--- src/rtl/lpd_pkg.sv ---
// Shared types and constants of the length-prefix deframer.
`default_nettype none

package lpd_pkg;

    // Command codes carried with each input transaction.
    typedef enum logic [1:0] {
        CMD_BYTE    = 2'd0,
        CMD_RESTART = 2'd1,
        CMD_CLOSE   = 2'd2
    } t_cmd;

    // Frame kinds reported on the frame-end transaction.
    typedef enum logic [1:0] {
        KIND_DATA  = 2'd0,
        KIND_HELLO = 2'd1,
        KIND_END   = 2'd2
    } t_kind;

    localparam int unsigned LEN_W   = 32;
    localparam int unsigned MATCH_W = 3;

    localparam logic [MATCH_W-1:0] HELLO_LEN = 3'd5;
    localparam logic [MATCH_W-1:0] END_LEN   = 3'd3;
    localparam logic [MATCH_W-1:0] MATCH_SAT = 3'd7;

    localparam logic [7:0] HELLO_TEXT [5] = '{8'h48, 8'h45, 8'h4C, 8'h4C, 8'h4F};
    localparam logic [7:0] END_TEXT   [3] = '{8'h45, 8'h4E, 8'h44};

endpackage

`default_nettype wire

--- src/rtl/lpd_if.sv ---
// Handshake interfaces for the deframer input and result channels.
`default_nettype none

interface lpd_in_if;
    logic       valid;
    logic       ready;
    logic [1:0] cmd;
    logic [7:0] in_byte;

    modport source (output valid, output cmd, output in_byte, input ready);
    modport sink   (input valid, input cmd, input in_byte, output ready);
endinterface

interface lpd_out_if;
    logic        valid;
    logic        ready;
    logic        data_valid;
    logic [7:0]  data_byte;
    logic        frame_end;
    logic [1:0]  frame_kind;
    logic [31:0] frame_length;

    modport source (output valid, output data_valid, output data_byte, output frame_end,
                    output frame_kind, output frame_length, input ready);
    modport sink   (input valid, input data_valid, input data_byte, input frame_end,
                    input frame_kind, input frame_length, output ready);
endinterface

`default_nettype wire

--- src/rtl/length_prefix_deframer_core.sv ---
// Top level of the length-prefix deframer: header parser, payload pass-through, frame tagger.
`default_nettype none

// Channel   Direction  Transaction contents
// i_in      sink       cmd (byte, restart, close) and one received byte
// o_out     source     payload byte and/or frame end with kind and length
//
// An accepted transaction lands in an input register; once the result register can take
// a new one, the parser runs on it against the frame state and writes the result register.
// One transaction per cycle is sustained while the result register is not held by a stall;
// a pass that emits loads the result register, which drives o_out directly.
// The input register advances whenever the result register is empty or being drained,
// so i_in.ready drops only while both the input and result registers are held.
// Reset (synchronous, active low) clears both valid flags and all parser state.

module length_prefix_deframer_core #(
    parameter int unsigned HEADER_BYTES = 4
) (
    input  wire        i_clk,
    input  wire        i_rst_n,
    lpd_in_if.sink     i_in,
    lpd_out_if.source  o_out
);
    import lpd_pkg::*;

    localparam int unsigned HC_W = $clog2(HEADER_BYTES + 1);
    localparam logic [HC_W-1:0] HDR_LAST = HC_W'(HEADER_BYTES);

    // Input register. Payload needs no reset.
    logic             r_in_valid;
    logic [1:0]       r_cmd;
    logic [7:0]       r_byte;

    // Parser state.
    logic [HC_W-1:0]    r_hdr_count,  n_hdr_count;
    logic [LEN_W-1:0]   r_len_shift,  n_len_shift;
    logic [LEN_W-1:0]   r_remaining,  n_remaining;
    logic [MATCH_W-1:0] r_match_pos,  n_match_pos;
    logic               r_hello_match, n_hello_match;
    logic               r_end_match,   n_end_match;
    logic               r_hello_seen,  n_hello_seen;
    logic               r_closed,      n_closed;

    // Result register.
    logic             r_out_valid;
    logic             r_data_valid, n_data_valid;
    logic [7:0]       r_data_byte,  n_data_byte;
    logic             r_frame_end,  n_frame_end;
    t_kind            r_frame_kind, n_frame_kind;
    logic [LEN_W-1:0] r_frame_len,  n_frame_len;
    logic             n_emit;

    logic adv;

    // The held transaction is processed when the result register can take a new one.
    assign adv        = r_in_valid && (!r_out_valid || o_out.ready);
    assign i_in.ready = !r_in_valid || adv;

    always_ff @(posedge i_clk) begin
        if (!i_rst_n) begin
            r_in_valid <= 1'b0;
        end else if (i_in.ready) begin
            r_in_valid <= i_in.valid;
        end
    end

    always_ff @(posedge i_clk) begin
        if (i_in.valid && i_in.ready) begin
            r_cmd  <= i_in.cmd;
            r_byte <= i_in.in_byte;
        end
    end

    // Parser: one transaction per pass, producing at most one result.
    always_comb begin
        logic [LEN_W-1:0]   shift_in;
        logic [HC_W-1:0]    hc_inc;
        logic               hm;
        logic               em;

        n_hdr_count   = r_hdr_count;
        n_len_shift   = r_len_shift;
        n_remaining   = r_remaining;
        n_match_pos   = r_match_pos;
        n_hello_match = r_hello_match;
        n_end_match   = r_end_match;
        n_hello_seen  = r_hello_seen;
        n_closed      = r_closed;
        n_emit        = 1'b0;
        n_data_valid  = 1'b0;
        n_data_byte   = 8'd0;
        n_frame_end   = 1'b0;
        n_frame_kind  = KIND_DATA;
        n_frame_len   = '0;

        // A new frame starts its length from zero.
        shift_in = (r_hdr_count == '0) ? {(LEN_W-8)'(0), r_byte}
                                       : {r_len_shift[LEN_W-9:0], r_byte};
        hc_inc   = r_hdr_count + 1'b1;

        // Running match of the payload against the two keywords.
        hm = r_hello_match;
        if (r_match_pos < HELLO_LEN) begin
            if (HELLO_TEXT[r_match_pos] != r_byte) begin
                hm = 1'b0;
            end
        end else begin
            hm = 1'b0;
        end
        em = r_end_match;
        if (r_match_pos < END_LEN) begin
            if (END_TEXT[r_match_pos[1:0]] != r_byte) begin
                em = 1'b0;
            end
        end else begin
            em = 1'b0;
        end

        case (t_cmd'(r_cmd))
            CMD_RESTART: begin
                n_hello_seen = 1'b0;
                n_closed     = 1'b0;
            end
            CMD_CLOSE: begin
                n_closed = 1'b1;
            end
            CMD_BYTE: begin
                if (!r_closed) begin
                    if (r_hdr_count < HDR_LAST) begin
                        n_len_shift = shift_in;
                        n_hdr_count = hc_inc;
                        if (hc_inc == HDR_LAST) begin
                            n_remaining   = shift_in;
                            n_match_pos   = '0;
                            n_hello_match = 1'b1;
                            n_end_match   = 1'b1;
                            // An empty frame ends right on its last header byte.
                            if (shift_in == '0) begin
                                n_hdr_count = '0;
                                n_emit      = 1'b1;
                                n_frame_end = 1'b1;
                            end
                        end
                    end else begin
                        n_hello_match = hm;
                        n_end_match   = em;
                        if (r_match_pos < MATCH_SAT) begin
                            n_match_pos = r_match_pos + 1'b1;
                        end
                        n_remaining  = r_remaining - 1'b1;
                        n_emit       = 1'b1;
                        n_data_valid = 1'b1;
                        n_data_byte  = r_byte;
                        if (r_remaining == LEN_W'(1)) begin
                            n_hdr_count = '0;
                            n_frame_end = 1'b1;
                            n_frame_len = r_len_shift;
                            // Only the first HELLO of a session is tagged as such.
                            if (!r_hello_seen && hm && r_len_shift == LEN_W'(HELLO_LEN)) begin
                                n_hello_seen = 1'b1;
                                n_frame_kind = KIND_HELLO;
                            end else if (em && r_len_shift == LEN_W'(END_LEN)) begin
                                n_frame_kind = KIND_END;
                            end
                        end
                    end
                end
            end
            default: begin
            end
        endcase
    end

    always_ff @(posedge i_clk) begin
        if (!i_rst_n) begin
            r_hdr_count   <= '0;
            r_len_shift   <= '0;
            r_remaining   <= '0;
            r_match_pos   <= '0;
            r_hello_match <= 1'b0;
            r_end_match   <= 1'b0;
            r_hello_seen  <= 1'b0;
            r_closed      <= 1'b0;
        end else if (adv) begin
            r_hdr_count   <= n_hdr_count;
            r_len_shift   <= n_len_shift;
            r_remaining   <= n_remaining;
            r_match_pos   <= n_match_pos;
            r_hello_match <= n_hello_match;
            r_end_match   <= n_end_match;
            r_hello_seen  <= n_hello_seen;
            r_closed      <= n_closed;
        end
    end

    // Result register: loaded by a pass that emits, emptied when taken downstream.
    always_ff @(posedge i_clk) begin
        if (!i_rst_n) begin
            r_out_valid <= 1'b0;
        end else if (adv && n_emit) begin
            r_out_valid <= 1'b1;
        end else if (o_out.ready) begin
            r_out_valid <= 1'b0;
        end
    end

    always_ff @(posedge i_clk) begin
        if (adv && n_emit) begin
            r_data_valid <= n_data_valid;
            r_data_byte  <= n_data_byte;
            r_frame_end  <= n_frame_end;
            r_frame_kind <= n_frame_kind;
            r_frame_len  <= n_frame_len;
        end
    end

    assign o_out.valid        = r_out_valid;
    assign o_out.data_valid   = r_data_valid;
    assign o_out.data_byte    = r_data_byte;
    assign o_out.frame_end    = r_frame_end;
    assign o_out.frame_kind   = r_frame_kind;
    assign o_out.frame_length = r_frame_len;

`ifndef ASSERT_OFF
    a_hdr_count_range: assert property (@(posedge i_clk) disable iff (!i_rst_n)
        r_hdr_count <= HDR_LAST)
        else $error("header count beyond header size");

    a_in_hold: assert property (@(posedge i_clk) disable iff (!i_rst_n)
        r_in_valid && !adv |=> r_in_valid && $stable(r_cmd) && $stable(r_byte))
        else $error("input register lost a held transaction");

    a_mid_frame_has_data: assert property (@(posedge i_clk) disable iff (!i_rst_n)
        o_out.valid && !o_out.frame_end |-> o_out.data_valid)
        else $error("result without data or frame end");

    a_empty_frame: assert property (@(posedge i_clk) disable iff (!i_rst_n)
        o_out.valid && o_out.frame_end && !o_out.data_valid |->
            o_out.frame_length == '0 && o_out.frame_kind == KIND_DATA)
        else $error("empty frame result carries length or kind");

    a_hello_len: assert property (@(posedge i_clk) disable iff (!i_rst_n)
        o_out.valid && o_out.frame_end && o_out.frame_kind == KIND_HELLO |->
            o_out.frame_length == LEN_W'(HELLO_LEN) && r_hello_seen)
        else $error("hello frame with wrong length or flag clear");
`endif

endmodule

`default_nettype wire

--- src/flat_wrapper.sv ---
// flat-port wrapper written by rule: the top's interface ports become plain ports
module length_prefix_deframer_core_flat import lpd_pkg::*;
#(
    parameter int unsigned HEADER_BYTES = 4
)
  (i_clk, i_rst_n, i_in_valid, i_in_cmd, i_in_in_byte, i_in_ready, o_out_valid, o_out_data_valid, o_out_data_byte, o_out_frame_end, o_out_frame_kind, o_out_frame_length, o_out_ready);
  lpd_in_if i_in_i ();
  lpd_out_if o_out_i ();
  input  wire i_clk;
  input  wire i_rst_n;
  input wire logic [$bits(i_in_i.valid)-1:0] i_in_valid;
  input wire logic [$bits(i_in_i.cmd)-1:0] i_in_cmd;
  input wire logic [$bits(i_in_i.in_byte)-1:0] i_in_in_byte;
  output wire logic [$bits(i_in_i.ready)-1:0] i_in_ready;
  output wire logic [$bits(o_out_i.valid)-1:0] o_out_valid;
  output wire logic [$bits(o_out_i.data_valid)-1:0] o_out_data_valid;
  output wire logic [$bits(o_out_i.data_byte)-1:0] o_out_data_byte;
  output wire logic [$bits(o_out_i.frame_end)-1:0] o_out_frame_end;
  output wire logic [$bits(o_out_i.frame_kind)-1:0] o_out_frame_kind;
  output wire logic [$bits(o_out_i.frame_length)-1:0] o_out_frame_length;
  input wire logic [$bits(o_out_i.ready)-1:0] o_out_ready;
  assign i_in_i.valid = i_in_valid;
  assign i_in_i.cmd = i_in_cmd;
  assign i_in_i.in_byte = i_in_in_byte;
  assign i_in_ready = i_in_i.ready;
  assign o_out_valid = o_out_i.valid;
  assign o_out_data_valid = o_out_i.data_valid;
  assign o_out_data_byte = o_out_i.data_byte;
  assign o_out_frame_end = o_out_i.frame_end;
  assign o_out_frame_kind = o_out_i.frame_kind;
  assign o_out_frame_length = o_out_i.frame_length;
  assign o_out_i.ready = o_out_ready;
  length_prefix_deframer_core #(.HEADER_BYTES(HEADER_BYTES)) u_core (.i_clk(i_clk), .i_rst_n(i_rst_n), .i_in(i_in_i), .o_out(o_out_i));
endmodule
--- config.mk ---
export PLATFORM = sky130hd
export DESIGN_NAME = length_prefix_deframer_core_flat
export DESIGN_NICKNAME = d
export VERILOG_FILES = /design/src/rtl/lpd_pkg.sv /design/src/rtl/lpd_if.sv /design/src/rtl/length_prefix_deframer_core.sv /design/src/flat_wrapper.sv
export SDC_FILE = /design/constraint.sdc
export NUM_CORES = 1
export LEC_CHECK = 0
export BUFFER_PORTS_ARGS = -buffer_cell sky130_fd_sc_hd__buf_2
export CORE_ASPECT_RATIO = 1.1
export CORE_UTILIZATION = 55
export CTS_CLUSTER_SIZE = 16
export DETAILED_ROUTE_END_ITERATION = 6
export PLACE_DENSITY = 0.75
export SKIP_LAST_GASP = 1
export SYNTH_ARGS = -nofsm -noshare
export SYNTH_HDL_FRONTEND = slang
export SYNTH_SLANG_ARGS = --single-unit
--- constraint.sdc ---
create_clock -name i_clk -period 4.6 [get_ports i_clk]
set_input_delay 0.69 -clock i_clk [delete_from_list [all_inputs] [get_ports i_clk]]
set_output_delay 0.69 -clock i_clk [all_outputs]
set_load 0.02 [all_outputs]
# Word-level counts from Yosys, hierarchy flattened
# Memories as Yosys holds them, arrays and structs flattened.
# Index checks and enable logic that the tools add are counted.
dict set report totals {
  reg_bits 130
  latchBits 0
  ramBits 0
  rom_bits 64
  inputBits 14
  output_inout_bits 46
  word_cells 115
  n_memories 1
}
dict set report classes {
  addsub 3
  n_mul 0
  div 0
  magnitude_cmp 6
  n_eq_ne 13
  n_shift 0
  muxes 40
  bitwise 5
  reduce_logical 29
}
# memory words word_bits read_ports rd_clocked_by_memory_dff wr line_no
set mem_list {}
lappend mem_list {{(no name shown)} 8 8 1 0 0 length_prefix_deframer_core.sv:104} ;# if (HELLO_TEXT[r_match_pos] != r_byte) begin
# op n
set op_table {}
lappend op_table {{two-way mux 32 bit} 3}
lappend op_table {{== test 32 x 1 -> 1 bit (second input constant)} 1}
lappend op_table {{== test 32 x 2 -> 1 bit (second input constant)} 1}
lappend op_table {{== test 32 x 3 -> 1 bit (second input constant)} 1}
lappend op_table {{zero test 32 bit} 1}
lappend op_table {{two-way mux 8 bit} 4}
lappend op_table {{subtractor 32 x 1 -> 32 bit (second input constant)} 1}
lappend op_table {{two-way mux 1 bit} 22}
lappend op_table {{two-way mux 3 bit} 7}
lappend op_table {{binary-select mux 8 bit (select 2 bit)} 1}
lappend op_table {{!= test 8 bit} 2}
lappend op_table {{AND reduction 4 bit} 3}
lappend op_table {{nonzero test 2 bit} 5}
lappend op_table {{less-than comparator 3 bit (second input constant)} 3}
lappend op_table {{adder 3 x 1 -> 3 bit (second input constant)} 2}
lappend op_table {{logical AND 1 bit} 6}
lappend op_table {{!= test 2 bit (second input constant)} 3}
lappend op_table {{AND reduction 6 bit} 1}
lappend op_table {{AND reduction 5 bit} 1}
lappend op_table {{OR reduction 5 bit} 1}
lappend op_table {{greater-or-equal comparator 4 bit (second input constant)} 1}
lappend op_table {{!= test 2 x 1 -> 1 bit (second input constant)} 2}
lappend op_table {{inverter 3 -> 4 bit} 1}
lappend op_table {{one-hot mux 1 bit (2 select lines)} 2}
lappend op_table {{16 further kinds} 21}

# Logic depth before layout (Yosys ltp)
# Gate-level depths: netlist of the first run.
dict set report depth {
  word_depth 14
  ltp_mapped 10
  mapped_depth_nobuf 8
}

# Worst setup path after synthesis of the first run
# No wires, ideal clock.
dict set report synth_timing {
  path_type {flip-flop to flip-flop}
  start {reg u_core.r_hdr_count[2]}
  end {reg u_core.r_data_byte[0], in the netlist u_core.o_out.data_byte[0] (enable)}
  setup_ns 0.446
  t_arrival_ns 3.043
  required_ns 4.154
  path_slack_ns 1.112
  path_stages_with_launch 7
  path_buffers 1
  period_less_slack_ns 3.488
  path_cell_list {dfxtp_1 > inv_1 > clkbuf_1 > ha_1 > and4b_1 > o21ai_0 > nor2_1}
}
dict set report synth_between {
  elab_chain_cells 9
  elab_cells_between_ends 12
  cone_classes {1 x add/sub; 1 x order compare; 1 x eq/ne; 6 x mux; 3 x reduce/logical}
}
# item line_no
set synth_rtl {}
lappend synth_rtl {{start, declared} length_prefix_deframer_core.sv:35} ;# logic [HC_W-1:0] r_hdr_count, n_hdr_count;
lappend synth_rtl {{start signal, assigned} length_prefix_deframer_core.sv:185} ;# r_hdr_count <= n_hdr_count;
lappend synth_rtl {{zero test 3 bit} length_prefix_deframer_core.sv:97} ;# shift_in = (r_hdr_count == '0) ? {(LEN_W-8)'(0), r_byte}
lappend synth_rtl {{two-way mux 32 bit} length_prefix_deframer_core.sv:97}
lappend synth_rtl {{zero test 32 bit} length_prefix_deframer_core.sv:138} ;# if (shift_in == '0) begin
lappend synth_rtl {{two-way mux 1 bit} length_prefix_deframer_core.sv:138}
lappend synth_rtl {{two-way mux 1 bit} length_prefix_deframer_core.sv:132} ;# if (hc_inc == HDR_LAST) begin
lappend synth_rtl {{two-way mux 1 bit (*)} length_prefix_deframer_core.sv:129} ;# if (r_hdr_count < HDR_LAST) begin
lappend synth_rtl {{two-way mux 1 bit (*)} length_prefix_deframer_core.sv:128} ;# if (!r_closed) begin
lappend synth_rtl {{two-way mux 1 bit (*)} length_prefix_deframer_core.sv:119} ;# case (t_cmd'(r_cmd))
lappend synth_rtl {{logical AND 1 bit (*)} length_prefix_deframer_core.sv:208} ;# if (adv && n_emit) begin
lappend synth_rtl {{end signal, assigned} length_prefix_deframer_core.sv:210} ;# r_data_byte <= n_data_byte;
lappend synth_rtl {{end, declared} length_prefix_deframer_core.sv:47} ;# logic [7:0] r_data_byte, n_data_byte;
# Every way passes the cells marked *; elsewhere a longest branch is shown, timed or not.
# A chain may end at the register's enable or synchronous reset.

# Worst setup path in the final report of the first run
dict set report layout_timing {
  start {reg u_core.r_hdr_count[2]}
  end {reg u_core.r_remaining[2]}
}
dict set report layout_between {
  elab_chain_cells 4
  elab_cells_between_ends 6
  cone_classes {1 x add/sub; 1 x order compare; 2 x eq/ne; 1 x mux; 1 x reduce/logical}
}
# item line_no
set layout_rtl {}
lappend layout_rtl {{adder 3 x 1 -> 3 bit} length_prefix_deframer_core.sv:99} ;# hc_inc = r_hdr_count + 1'b1;
lappend layout_rtl {{== test 3 bit} length_prefix_deframer_core.sv:132}
lappend layout_rtl {{!= test 2 bit (no source line)} -}
lappend layout_rtl {{AND reduction 4 bit (no source line)} -}
lappend layout_rtl {{end signal, assigned} length_prefix_deframer_core.sv:187} ;# r_remaining <= n_remaining;
lappend layout_rtl {{end, declared} length_prefix_deframer_core.sv:37} ;# logic [LEN_W-1:0] r_remaining, n_remaining;
# Several ways; a longest one is shown, not always the timed one.

==> results of run 1 <==
==> sequential cells by signal (all words and copies together), names as in the netlist <==
signal	flops
u_core.r_hello_seen	1
u_core.r_closed	1
u_core.r_match_pos	3
u_core.o_out.frame_kind	2
u_core.o_out.frame_length	32
u_core.r_hello_match	1
u_core.o_out.valid	1
u_core.o_out.data_byte	8
u_core.r_hdr_count	3
u_core.r_byte	8
u_core.r_remaining	32
u_core.r_in_valid	1
u_core.r_cmd	2
u_core.r_len_shift	32
u_core.r_end_match	1
u_core.o_out.frame_end	1
u_core.o_out.data_valid	1
==> area by class of cell <==
type                       count  area, µm²
sequential                   130       3140
fill                         893       3860
timing repair buffer          65        340
tap                          147        184
inverter                      14       52.6
clock buffer                  17        425
multi-input combinational    479       2810
clock inverter                15        141
==> routing by layer <==
metal	routed length (µm)	part of all wire [%]
met1	6270	42
met2	7150	47
met3	1280	8.5
met4	368	2.4
met5	0	0
==> Yosys cell counts, types with 2 or more instances <==
library cell,number,area (µm²)
a211oi_1,4,30.0
a21o_1,3,22.5
a21oi_1,66,330
a22oi_1,8,60.1
a31oi_1,6,37.5
a32oi_1,3,26.3
and2_1,4,25.0
and3_1,50,313
and4b_1,2,20.0
buf_1,3,11.3
clkbuf_1,45,169
clkbuf_2,3,15.0
dfxtp_1,76,1520
edfxtp_1,54,1620
ha_1,14,175
inv_1,13,48.8
mux2i_1,12,120
nand2_1,77,289
nand2b_1,3,18.8
nand3_1,43,215
nand4_1,9,56.3
nand4b_1,2,17.5
nor2_1,37,139
nor2b_1,6,37.5
nor3_1,29,145
nor3b_1,2,15.0
nor4_1,17,106
nor4b_1,3,26.3
o2111ai_1,2,17.5
o211ai_1,6,45.0
o21a_1,3,22.5
o21ai_0,21,105
o22ai_1,11,68.8
o31ai_1,2,15.0
or3_1,7,43.8
or4_1,3,22.5
or4_4,2,22.5
xnor2_1,2,17.5
==> cells by family (layout without fill, tap and decap cells) <==
family	Yosys count	in the layout	share of synthesized area (%)
AO/OA/AOI/OAI	146	146	14.2
XOR/XNOR	3	3	0.424
buffers and inverters	66	111	4.08
multiplexers	12	12	1.94
adder cells (fa/ha/maj)	14	14	2.83
flip-flops	130	130	50.7
AND/OR/NAND/NOR	304	304	25.8
==> worst paths after layout <==
| check | start | end | slack (ns) | cells after the start |
|---|---|---|---|---|
| worst max-delay path | u_core.r_hdr_count[2] | u_core.r_remaining[2] | 1.67 | 8 |
| worst max register to register | u_core.r_hdr_count[2] | u_core.r_remaining[2] | 1.67 | 8 |
| worst min register to register | u_core.r_len_shift[29] | u_core.r_len_shift[29] | 0.47 | 2 |
| worst min-delay path | i_in_in_byte[7] | u_core.r_byte[7] | 0.45 | 1 |
==> cells in the final DEF (no fill, tap or decap), drive strengths merged, types with 9 or more instances in the layout <==
cell | Yosys | layout
o21ai | 21 | 21
buf | 4 | 65
nand3 | 44 | 44
o22ai | 11 | 11
and3 | 50 | 50
ha | 14 | 14
nor4 | 19 | 19
nor3 | 29 | 29
clkinv | 1 | 9
nand2 | 77 | 77
edfxtp | 54 | 54
dfxtp | 76 | 76
clkbuf | 48 | 17
nand4 | 9 | 9
a21oi | 66 | 66
nor2 | 37 | 37
inv | 13 | 14
mux2i | 12 | 12
==> power by group through the flow <==
| stage | registers, µW | clock network [µW] | logic [µW] |
|---|---|---|---|
| finish | 1230 | 1280 | 54.9 |
| global route | 1230 | 1350 | 61.3 |
| CTS | 1230 | 1290 | 54.5 |
| detailed placement | 1250 | 0 | 54.3 |
| global placement | 1250 | 0 | 51.7 |
| floorplan | 1240 | 0 | 43.3 |
==> through the flow <==
stage / setup slack [ns] / hold slack [ns] / cell area, µm² / std cells
global placement: 1.76 / 0.454 / 6530 / 835
finish: 1.67 / 0.447 / 7100 / 867
floorplan: 1.11 / 0.440 / 6190 / 675
global route: 1.35 / 0.433 / 7100 / 867
detailed placement: 1.70 / 0.464 / 6530 / 835
CTS: 1.69 / 0.439 / 7100 / 867
==> results.txt, run 1 <==
----------------------------------------------------
[CTS]
  Clock latency on the worst-skew pair ... a little over 0.4 ns
  Post-CTS repair timing setup buffer count ... 0
  Register clock-pin slew on the reported worst setup and hold paths ... about 0.060 ns
  Clock Path Buffers ... 2
  Number of sinks driven by the clock tree ... between 100 and 150
  Number of instances resized during post-cts repair ... 0
  Max H-tree Level ... 4
  Cell at the root of the clock tree ... clkbuf_16
  Total CTS buffers ... 17
  Hold bufs inserted after CTS ... 0
  CTS tree ... built

[Routing]
  Number of vias per cell ... approximately 6.2
  Count of unresolved DRC violations after routing ... 0
  Routed wire length ... 15,100 µm
  Routed WL per cell ... around 17 µm
  Vias after detailed routing ... 5,354
  Number of search-and-repair iterations in the first detailed-routing pass ... 5
  Antenna-violating nets left ... 0
  DRC violation total after the first TritonRoute iteration ... 382

[Pwr]
  Switching power as a share of total power ... about 22%
  Part of the power in combinational logic ... 2.1%
  Clock network fraction of total power ... between 50% and 60%
  Sequential power share ... between 40% and 50%
  Largest voltage drop on the vdd net ... roughly 0.30 mV
  LEAKAGE ... ~0.0026 µW
  Total power density per cell area ... approximately 360 nW/µm²
  Total power ... ~2600 µW
  NetSw ... 555 µW
  Internal Power ... between 2000 and 2500 µW

[Layout]
  Area added between synthesis and finish ... 14.6%
  Net count reported at finish ... 735
  Post-layout utilization of the core ... approximately two thirds
  Antenna cell count ... 0
  Proportion of layout cells with a drive suffix above 1 ... around 14%

[Global route]
  First-pass GRT wire length ... 24,600 µm
  Total global routing track utilization ... 27.6%
  Met2 track demand over resource in global routing ... a little over two fifths
  Global Route met1 Usage ... 35.4%
  Via count of the first global-routing pass ... 4,976
  Remaining global-route overflow ... 0
  Met3 layer usage reported by global route ... under 10%
  Layer carrying the most global-route usage ... met2
  Largest net degree at the start of global routing ... 55
  Number of antenna violations at the first check in global routing ... 0

[Timing]
  Final Cycle Share ... between 60% and 70%
  Max-slew violation count ... 0
  Worst max-slew margin expressed relative to the limit ... 12.9%
  Transition at the pin with the smallest max-transition slack ... roughly 1.3 ns
  Min Clock Period, post-route ... around 2.9 ns
  Max Clk Rate ... about 340 MHz
  Setup TNS ... 0 ns
  Unrepaired setup endpoints after global routing ... no
  Final hold violations ... 0
  Setup Viol. Count Final ... 0
  Fin Clk Skew ... 0.00626 ns

[Floorplanning]
  Placeable Area ... ~11,000 µm²
  Initial core utilization ... between 50 and 60%
  Area of the die ... approximately 12,000 µm²
  Die Y-Extent ... around 110 µm
  Horizontal extent of the die ... a little over 100 µm
  Row count ... 40
  I/O pin cnt ... 60

[Yosys]
  Number of warning messages in the yosys log ... 0
  Async SR Flop Fraction ... 0%
  Most used flip-flop cell after synthesis ... dfxtp_1
  FF+latch count, synth ... 130
  Average cell area after synthesis ... just over 9 µm²
  Distinct cell type count after synthesis ... 60
  Netlist area before placement ... slightly above 6000 µm²
  Synthesized netlist net count ... ~700
  Instance count of the mapped netlist ... approximately 680
  Number of flops mapped to enable cells by yosys ... 54
  Sequential cell area fraction in the yosys report ... about half

[Placed design]
  Final RePlAce weighted congestion ... 0.887
  Half-perimeter wire length after placement ... 9870 µm
  Buffers added on ports ... around 60

[Critical path]
  Critical path class ... register to register
  Library cell contributing the largest single delay on the critical path ... nand3_2
  Critical-path cell list ... inv_1, ha_1, nor3b_1, nand3_2, buf_4, nor3b_1, o21ai_0, a21oi_1
  Crit end category ... register
  Worst endpoint required time ... ~4.9 ns
  CP startpoint kind ... register
  Largest stage delay on the critical path ... 0.70 ns
  Most repeated library cell on the critical path ... nor3b_1
  Gate family responsible for the most delay along the worst path ... simple AND/OR/NAND/NOR gates
  Sum of buffers and inverters on the critical path ... 2
  Signal arrival time at the worst endpoint ... roughly 3.3 ns
  Largest driver fanout on the critical path ... roughly 40

[Min path]
  Class of the tightest hold or removal check ... input port to register

[Job]
  Max-cap violations ... 0

[Outcome]
  Status ... finished, final reports clean

----------------------------------------------------
(Power assumes the default switching activity.)
==> run 2, diff against run 1 <==
--- a/config.mk
+++ b/config.mk
@@ -5,6 +5,7 @@
 export SDC_FILE = /design/constraint.sdc
 export NUM_CORES = 1
 export LEC_CHECK = 0
+export ABC_AREA = 1
 export BUFFER_PORTS_ARGS = -buffer_cell sky130_fd_sc_hd__buf_2
 export CORE_ASPECT_RATIO = 1.1
 export CORE_UTILIZATION = 55
==> constraint.sdc (replaced) <==
create_clock -name i_clk -period 2.7 [get_ports i_clk]
set_input_delay 0.405 -clock i_clk [delete_from_list [all_inputs] [get_ports i_clk]]
set_output_delay 0.405 -clock i_clk [all_outputs]
set_load 0.02 [all_outputs]
==> run 2 against run 1 <==
  * Core utilization up 1.0 points
  * First-iteration DRC count up 25%
  * Cell area up 7.9%
  * Largest power group unchanged
  * Power up 86%
  * Synthesized area up 7.4%
  * Clock-buffer cell count unchanged
  * Non-clock buffer count up 3
  * Worst hold slack worse by 0.28 ns
  * Clock skew up 0.0030 ns
  * Via count up 12%
  * Wire length up 6.4%
  * Synthesized cell count up 31%
==> results.txt, run 2 <==
----------------------------------------------------
[Pwr]
  LEAKAGE ... 0.00300 µW (+14%)
  NetSw ... 1140 µW (+110%)
  Sequential power share ... 44.3% (-3.5 points)
  Total power density per cell area ... 622 nW/µm² (+72%)
  Switching power as a share of total power ... 24.0% (+2.3 points)
  Clock network fraction of total power ... 50.5% (+0.5 points)
  Internal Power ... 3620 µW (+80%)
  Largest voltage drop on the vdd net ... 0.361 mV (+20%)
  Part of the power in combinational logic ... 5.2% (+3.1 points)

[Critical path]
  Critical path class ... register to register
  Worst R2R Setup Slack ... 0.53 ns (-1.14 ns)
  Signal arrival time at the worst endpoint ... 2.27 ns (-1.00 ns)
  Worst reg2reg path depth ... 10 (+2)
  Worst endpoint required time ... 2.80 ns (-2.14 ns)
  CP startpoint kind ... register
  Crit end category ... register
  Largest driver fanout on the critical path ... 44 (+7.3%)

[CTS]
  Register clock-pin slew on the reported worst setup and hold paths ... 0.06 ns (about the same)
  Clock latency on the worst-skew pair ... 0.41 ns (about the same)
  Max H-tree Level ... 4 (unchanged)
  Post-CTS repair timing setup buffer count ... 0 (unchanged)
  Total CTS buffers ... 17 (unchanged)
  Number of sinks driven by the clock tree ... 130 (unchanged)
  CTS tree ... built
  Number of instances resized during post-cts repair ... 0 (unchanged)
  Hold bufs inserted after CTS ... 0 (unchanged)
  Clock Path Buffers ... 2 (unchanged)
  Cell at the root of the clock tree ... clkbuf_16

[Routing]
  Routed WL per cell ... 14.5 µm (-16%)
  Count of unresolved DRC violations after routing ... 0 (unchanged)
  Met2 layer wire length in the routed design ... 7270 µm (+1.7%)
  Total met3 wirelength after detailed routing ... 1140 µm (-11%)
  Number of vias per cell ... 5.43 (-12%)
  Wire length the detailed router placed on met1 ... 7220 µm (+15%)
  Max Used Layer ... met4
  Antenna-violating nets left ... 0 (unchanged)
  Vias after detailed routing ... 5,989 (+12%)
  Routed wire length ... 16,000 µm (+6.4%)
  Number of search-and-repair iterations in the first detailed-routing pass ... 5 (unchanged)
  DRC violation total after the first TritonRoute iteration ... 477 (+25%)

[Outcome]
  Status ... finished, final reports clean

[Yosys]
  FF+latch count, synth ... 130 (unchanged)
  Async SR Flop Fraction ... 0% (unchanged)
  Average cell area after synthesis ... 7.50 µm² (-18%)
  Most frequent cells after synthesis ... nand2_1, nor2_1, inv_1
  Largest area contributor in the synthesized netlist ... edfxtp_1
  Netlist area before placement ... 6650 µm² (+7.4%)
  Cell with the most instances after synthesis ... nand2_1
  Instance count of the mapped netlist ... 887 (+31%)
  Distinct cell type count after synthesis ... 35 (-42%)
  Synthesized netlist net count ... 915 (+30%)
  Sequential cell area fraction in the yosys report ... 47.3% (-3.5 points)
  Yosys top cell area share ... 24.4% (-1.8 points)
  Top cells by area in the synthesized netlist ... edfxtp_1, dfxtp_1, nand2_1
  Most used flip-flop cell after synthesis ... dfxtp_1
  Number of warning messages in the yosys log ... 0 (unchanged)
  Number of flops mapped to enable cells by yosys ... 54 (unchanged)

[Placed design]
  Final RePlAce weighted congestion ... 0.927 (+4.5%)
  Setup slack at placement ... 0.581 ns (-1.12 ns)
  Buffers added on ports ... 59 (unchanged)
  Half-perimeter wire length after placement ... 11,200 µm (+13%)

[Timing]
  Final Cycle Share ... 80.4% (+17 points)
  Final WS setup ... 0.528 ns (-1.14 ns)
  Transition at the pin with the smallest max-transition slack ... 0.710 ns (-0.592 ns)
  Setup Viol. Count Final ... 0 (unchanged)
  Max Clk Rate ... 460 MHz (+35%)
  Max-slew violation count ... 0 (unchanged)
  Min Clock Period, post-route ... 2.17 ns (-0.758 ns)
  Setup TNS ... 0 ns (unchanged)
  Final hold violations ... 0 (unchanged)
  Fin Clk Skew ... 0.00930 ns (+0.00303 ns)
  Unrepaired setup endpoints after global routing ... no
  Worst max-slew margin expressed relative to the limit ... 52.6% (+40 points)
  Worst hold slack ... 0.163 ns (-0.285 ns)

[Floorplanning]
  I/O pin cnt ... 60 (unchanged)
  Row count ... 41 (+2.5%)
  Placeable Area ... 11,600 µm² (+6.2%)
  Die Y-Extent ... 117 µm (+3.6%)
  Area of the die ... 12,500 µm² (+7.2%)
  Initial core utilization ... 57.1% (+0.61 points)
  Horizontal extent of the die ... 107 µm (+3.6%)

[Job]
  Max-cap violations ... 0 (unchanged)

[Global route]
  Number of antenna violations at the first check in global routing ... 0 (unchanged)
  Total global routing track utilization ... 27.3% (-0.25 points)
  First-pass GRT wire length ... 27,000 µm (+9.9%)
  Via count of the first global-routing pass ... 5,706 (+15%)
  Remaining global-route overflow ... 0 (unchanged)
  Largest net degree at the start of global routing ... 47 (-15%)

[Layout]
  Area taken by flip-flops and latches ... 3140 µm² (unchanged)
  Net count reported at finish ... 968 (+32%)
  Highest-count cells in the layout ignoring fill and taps ... nand2_1, nor2_1, inv_1, o21ai_0, a21oi_1
  Area occupied by multi-input gates ... 2940 µm² (+4.5%)
  Area added between synthesis and finish ... 15.2%
  Antenna cell count ... 0 (unchanged)
  Commonest non-fill, non-tap cell in the layout ... nand2_1
  Proportion of layout cells with a drive suffix above 1 ... 16.2% (+1.7 points)
  Fill cell total of the finished layout ... 994 (+11%)

[Min path]
  Class of the tightest hold or removal check ... input port to register
  Instance count along the most critical hold path ... 1 (unchanged)

----------------------------------------------------
[run 2: worst paths after layout]
kind	startpoint	endpoint
setup / recovery	u_core.r_byte[4]	u_core.o_out.frame_length[24]
hold / removal	i_in_in_byte[4]	u_core.r_byte[4]
setup reg to reg	u_core.r_byte[4]	u_core.o_out.frame_length[24]
hold reg to reg	u_core.r_closed	u_core.r_closed
[run 2: per-stage QoR]
stage,instance area [µm²],util (%),instances,total power [µW]
after global routing,7660,65.8,1103,4920
after global placement,7040,60.5,1071,2390
final,7660,65.8,1103,4770
after detailed placement,7040,60.5,1071,2390
after floorplan,6650,-,887,2310
after CTS,7660,65.8,1103,4780
[run 2: cell type report]
| type | instances | share of cell area (%) |
|---|---|---|
| tap | 150 | 2.45 |
| clock inverter | 15 | 2.53 |
| multi-input combinational | 618 | 38.4 |
| timing repair buffer | 68 | 4.90 |
| inverter | 105 | 5.15 |
| clock buffer | 17 | 5.55 |
| sequential | 130 | 41.0 |
[run 2: cell families after synthesis]
logic type | count (synthesis) | share of synthesized area [%]
simple gates | 423 | 27.4
xor+xnor | 2 | 0.263
flops | 130 | 47.3
compound gates | 179 | 14.0
buf+inv | 139 | 8.54
fa+ha+maj | 14 | 2.63
[run 2: power by group through the flow]
stage | sequential [µW] | combinational [µW] | clock, µW
after CTS | 2110 | 245 | 2430
after detailed placement | 2150 | 242 | 0
after global placement | 2150 | 239 | 0
after floorplan | 2140 | 172 | 0
after global routing | 2110 | 278 | 2530
final | 2110 | 249 | 2410
[run 2: worst max-delay path: stages, from the launching register on]
cell	delay, ns
edfxtp_1	0.52
nor2_1	0.25
nand2_1	0.08
nor2_1	0.14
nand2_1	0.07
nor2_1	0.09
nand3_1	0.13
nand2_1	0.11
nand2_1	0.09
inv_1	0.10
buf_12	0.23
[run 2: per-layer routing]
| layer | GRT usage (%) | up-vias |
|---|---|---|
| li1 | - | 2990 |
| met5 | 0 | - |
| met2 | 42.3 | 260 |
| met3 | 4.89 | 38 |
| met4 | 11.2 | 0 |
| met1 | 37.6 | 2701 |
==> run 3, diff against run 2 <==
--- a/config.mk
+++ b/config.mk
@@ -8,10 +8,10 @@
 export ABC_AREA = 1
 export BUFFER_PORTS_ARGS = -buffer_cell sky130_fd_sc_hd__buf_2
 export CORE_ASPECT_RATIO = 1.1
-export CORE_UTILIZATION = 55
+export CORE_UTILIZATION = 54
 export CTS_CLUSTER_SIZE = 16
 export DETAILED_ROUTE_END_ITERATION = 6
-export PLACE_DENSITY = 0.75
+export PLACE_DENSITY = 0.76
 export SKIP_LAST_GASP = 1
 export SYNTH_ARGS = -nofsm -noshare
 export SYNTH_HDL_FRONTEND = slang
==> constraint.sdc (replaced) <==
create_clock -name i_clk -period 1.9 [get_ports i_clk]
set_input_delay 0.285 -clock i_clk [delete_from_list [all_inputs] [get_ports i_clk]]
set_output_delay 0.285 -clock i_clk [all_outputs]
set_load 0.02 [all_outputs]
==> run 3 against run 2 <==
  * The run now ends with negative setup slack left
  * Maximum frequency is 9.9% higher
  * Via count up 2.3%
  * Largest cell class unchanged
  * Sequential cell count stayed put
==> results.txt, run 3 (synthesis results as in run 2) <==
----------------------------------------------------
[Global route]
  First-pass GRT wire length ... 26,700 µm (-1.1%)
  Largest net degree at the start of global routing ... 47 (unchanged)
  Via count of the first global-routing pass ... 5,509 (-3.5%)
  Number of antenna violations at the first check in global routing ... 0 (unchanged)
  Total global routing track utilization ... 27.1% (-0.27 points)
  Remaining global-route overflow ... 0 (unchanged)

[Layout]
  Antenna cell count ... 0 (unchanged)
  Net count reported at finish ... 1,001 (+3.4%)
  Commonest non-fill, non-tap cell in the layout ... nand2_1
  Highest-count cells in the layout ignoring fill and taps ... nand2_1, nor2_1, inv_1, a21oi_1, o21ai_0
  Area taken by flip-flops and latches ... 3150 µm² (+0.20%)
  Area added between synthesis and finish ... 22.4%
  Proportion of layout cells with a drive suffix above 1 ... 21.9% (+5.7 points)
  Area occupied by multi-input gates ... 3080 µm² (+4.8%)
  Fill cell total of the finished layout ... 940 (-5.4%)

[Pwr]
  LEAKAGE ... 0.00321 µW (+7.2%)
  Total power ... 6850 µW (+44%)
  Largest voltage drop on the vdd net ... 0.626 mV (+74%)
  Total power density per cell area ... 841 nW/µm² (+35%)

[Critical path]
  Worst endpoint required time ... 2.04 ns (-0.76 ns)
  Largest driver fanout on the critical path ... 8 (-82%)
  Crit end category ... register
  Largest stage delay on the critical path ... 0.36 ns (-0.16 ns)
  Gate family responsible for the most delay along the worst path ... simple AND/OR/NAND/NOR gates
  Library cell contributing the largest single delay on the critical path ... dfxtp_4
  Signal arrival time at the worst endpoint ... 2.12 ns (-0.15 ns)
  Most repeated library cell on the critical path ... nand3_1
  Sum of buffers and inverters on the critical path ... 4 (+2)
  CP startpoint kind ... register
  Critical path class ... register to register
  Critical-path cell list ... inv_4, ha_4, nand2_8, o21ai_2, nand3_1, nor2_1, nand3_1, nand2_1, nand2_2, clkinvlp_4, buf_6, buf_8

[Timing]
  Final WS setup ... -0.0769 ns (-0.605 ns)
  Max Clk Rate ... 506 MHz (+9.9%)
  Unrepaired setup endpoints after global routing ... yes
  Setup Viol. Count Final ... 45 (+45)
  Max-slew violation count ... 0 (unchanged)
  Min Clock Period, post-route ... 1.98 ns (-0.195 ns)
  Final hold violations ... 0 (unchanged)
  Fin Clk Skew ... 0.00961 ns (+0.000308 ns)
  Transition at the pin with the smallest max-transition slack ... 0.494 ns (-0.216 ns)
  Final Cycle Share ... 104% (+24 points)
  Worst max-slew margin expressed relative to the limit ... 67.0% (+14 points)

[Floorplanning]
  Area of the die ... 12,800 µm² (+1.8%)
  Horizontal extent of the die ... 108 µm (+0.91%)
  Initial core utilization ... 55.3% (-1.8 points)
  I/O pin cnt ... 60 (unchanged)
  Row count ... 42 (+2.4%)
  Placeable Area ... 12,000 µm² (+3.3%)
  Die Y-Extent ... 118 µm (+0.91%)

[Placed design]
  Setup slack at placement ... -0.0849 ns (-0.665 ns)
  Final RePlAce weighted congestion ... 0.912 (-1.7%)
  Half-perimeter wire length after placement ... 11,400 µm (+2.0%)
  Buffers added on ports ... 59 (unchanged)

[Min path]
  Class of the tightest hold or removal check ... input port to register

[CTS]
  Cell at the root of the clock tree ... clkbuf_16
  Number of sinks driven by the clock tree ... 130 (unchanged)
  CTS tree ... built
  Max H-tree Level ... 4 (unchanged)
  Clock latency on the worst-skew pair ... 0.42 ns (about the same)
  Clock Path Buffers ... 2 (unchanged)
  Total CTS buffers ... 17 (unchanged)
  Register clock-pin slew on the reported worst setup and hold paths ... 0.06 ns (about the same)

[Outcome]
  Status ... finished, violations left
  Violated checks ... negative setup slack

[Routing]
  Number of vias per cell ... 5.37 (-1.1%)
  Met2 layer wire length in the routed design ... 7760 µm (+6.7%)
  Max Used Layer ... met4
  Number of search-and-repair iterations in the first detailed-routing pass ... 6 (+1)
  Count of unresolved DRC violations after routing ... 0 (unchanged)
  Total met3 wirelength after detailed routing ... 1260 µm (+11%)
  Wire length the detailed router placed on met1 ... 7310 µm (+1.3%)
  Antenna-violating nets left ... 0 (unchanged)
  Vias after detailed routing ... 6,124 (+2.3%)
  DRC violation total after the first TritonRoute iteration ... 569 (+19%)
  Routed wire length ... 16,900 µm (+5.4%)
  Routed WL per cell ... 14.8 µm (+1.9%)

[Job]
  Max-cap violations ... 0 (unchanged)

----------------------------------------------------
[run 3: cell count changes in the layout (fill, tap and decap cells not counted), moves of 5 or more]
cell	change
nand2_1	-7
nand2_2	+5
buf_4	+22
nor2_1	-6
nor2_2	+5
o21ai_0	-5
[run 3: worst reg2reg max path, cell delays in order (launching register included)]
cell	delay [ns]
dfxtp_4	0.36
inv_4	0.06
ha_4	0.19
nand2_8	0.11
o21ai_2	0.08
nand3_1	0.09
nor2_1	0.14
nand3_1	0.13
nand2_1	0.12
nand2_2	0.08
clkinvlp_4	0.12
buf_6	0.11
buf_8	0.11
[run 3: repair_timing]
item | in CTS | in global routing
buffers inserted | 4 | 3
setup endpoints to repair | 43 | 67
gates resized for setup | 10 | 30
hold buffers | 0 | 0
cloned | 2 | 1
pin swaps | 3 | 2
[run 3: through the flow]
| stage | util [%] | hold slack, ns | instances | cell area (µm²) | setup TNS, ns |
|---|---|---|---|---|---|
| after floorplan | - | 0.384 | 887 | 6710 | -10.73 |
| after global placement | 60.6 | 0.461 | 1098 | 7300 | -0.257 |
| after detailed placement | 60.6 | 0.460 | 1098 | 7300 | -3.09 |
| after CTS | 66.7 | 0.0339 | 1136 | 8030 | -0.317 |
| after global routing | 67.6 | 0.0412 | 1140 | 8140 | -5.87 |
| final | 67.6 | 0.0383 | 1140 | 8140 | -3.15 |
[run 3: where the power goes]
part,internal [µW],switching [µW]
logic,139,301
clock network,2110,1310
registers,2950,38.9
total,5200,1650
[run 3: final cells by class]
| type | count | share of cell area [%] |
|---|---|---|
| Timing Repair inverter | 1 | 0.0615 |
| Clock inverter | 14 | 2.17 |
| Sequential cell | 130 | 38.7 |
| Timing Repair Buffer | 99 | 8.45 |
| Tap cell | 154 | 2.37 |
| Clock buffer | 18 | 5.40 |
| Inverter | 105 | 5.03 |
| Multi-Input combinational cell | 619 | 37.8 |
[run 3: routing by layer]
layer	vias to the layer above	GRT usage, %
li1	3050	-
met1	2739	36.5
met2	281	41.9
met3	54	5.24
met4	0	12.2
met5	-	0
[run 3: path summary, 6_finish.rpt]
| kind | start | end | slack [ns] | cells past startpoint |
|---|---|---|---|---|
| worst max-delay path | u_core.r_hdr_count[1] | u_core.o_out.data_byte[4] | -0.08 | 12 |
| worst min-delay path | i_in_in_byte[0] | u_core.r_byte[0] | 0.04 | 1 |
| worst max register to register | u_core.r_hdr_count[1] | u_core.o_out.data_byte[4] | -0.08 | 12 |
| worst min register to register | u_core.r_remaining[31] | u_core.r_remaining[31] | 0.48 | 2 |
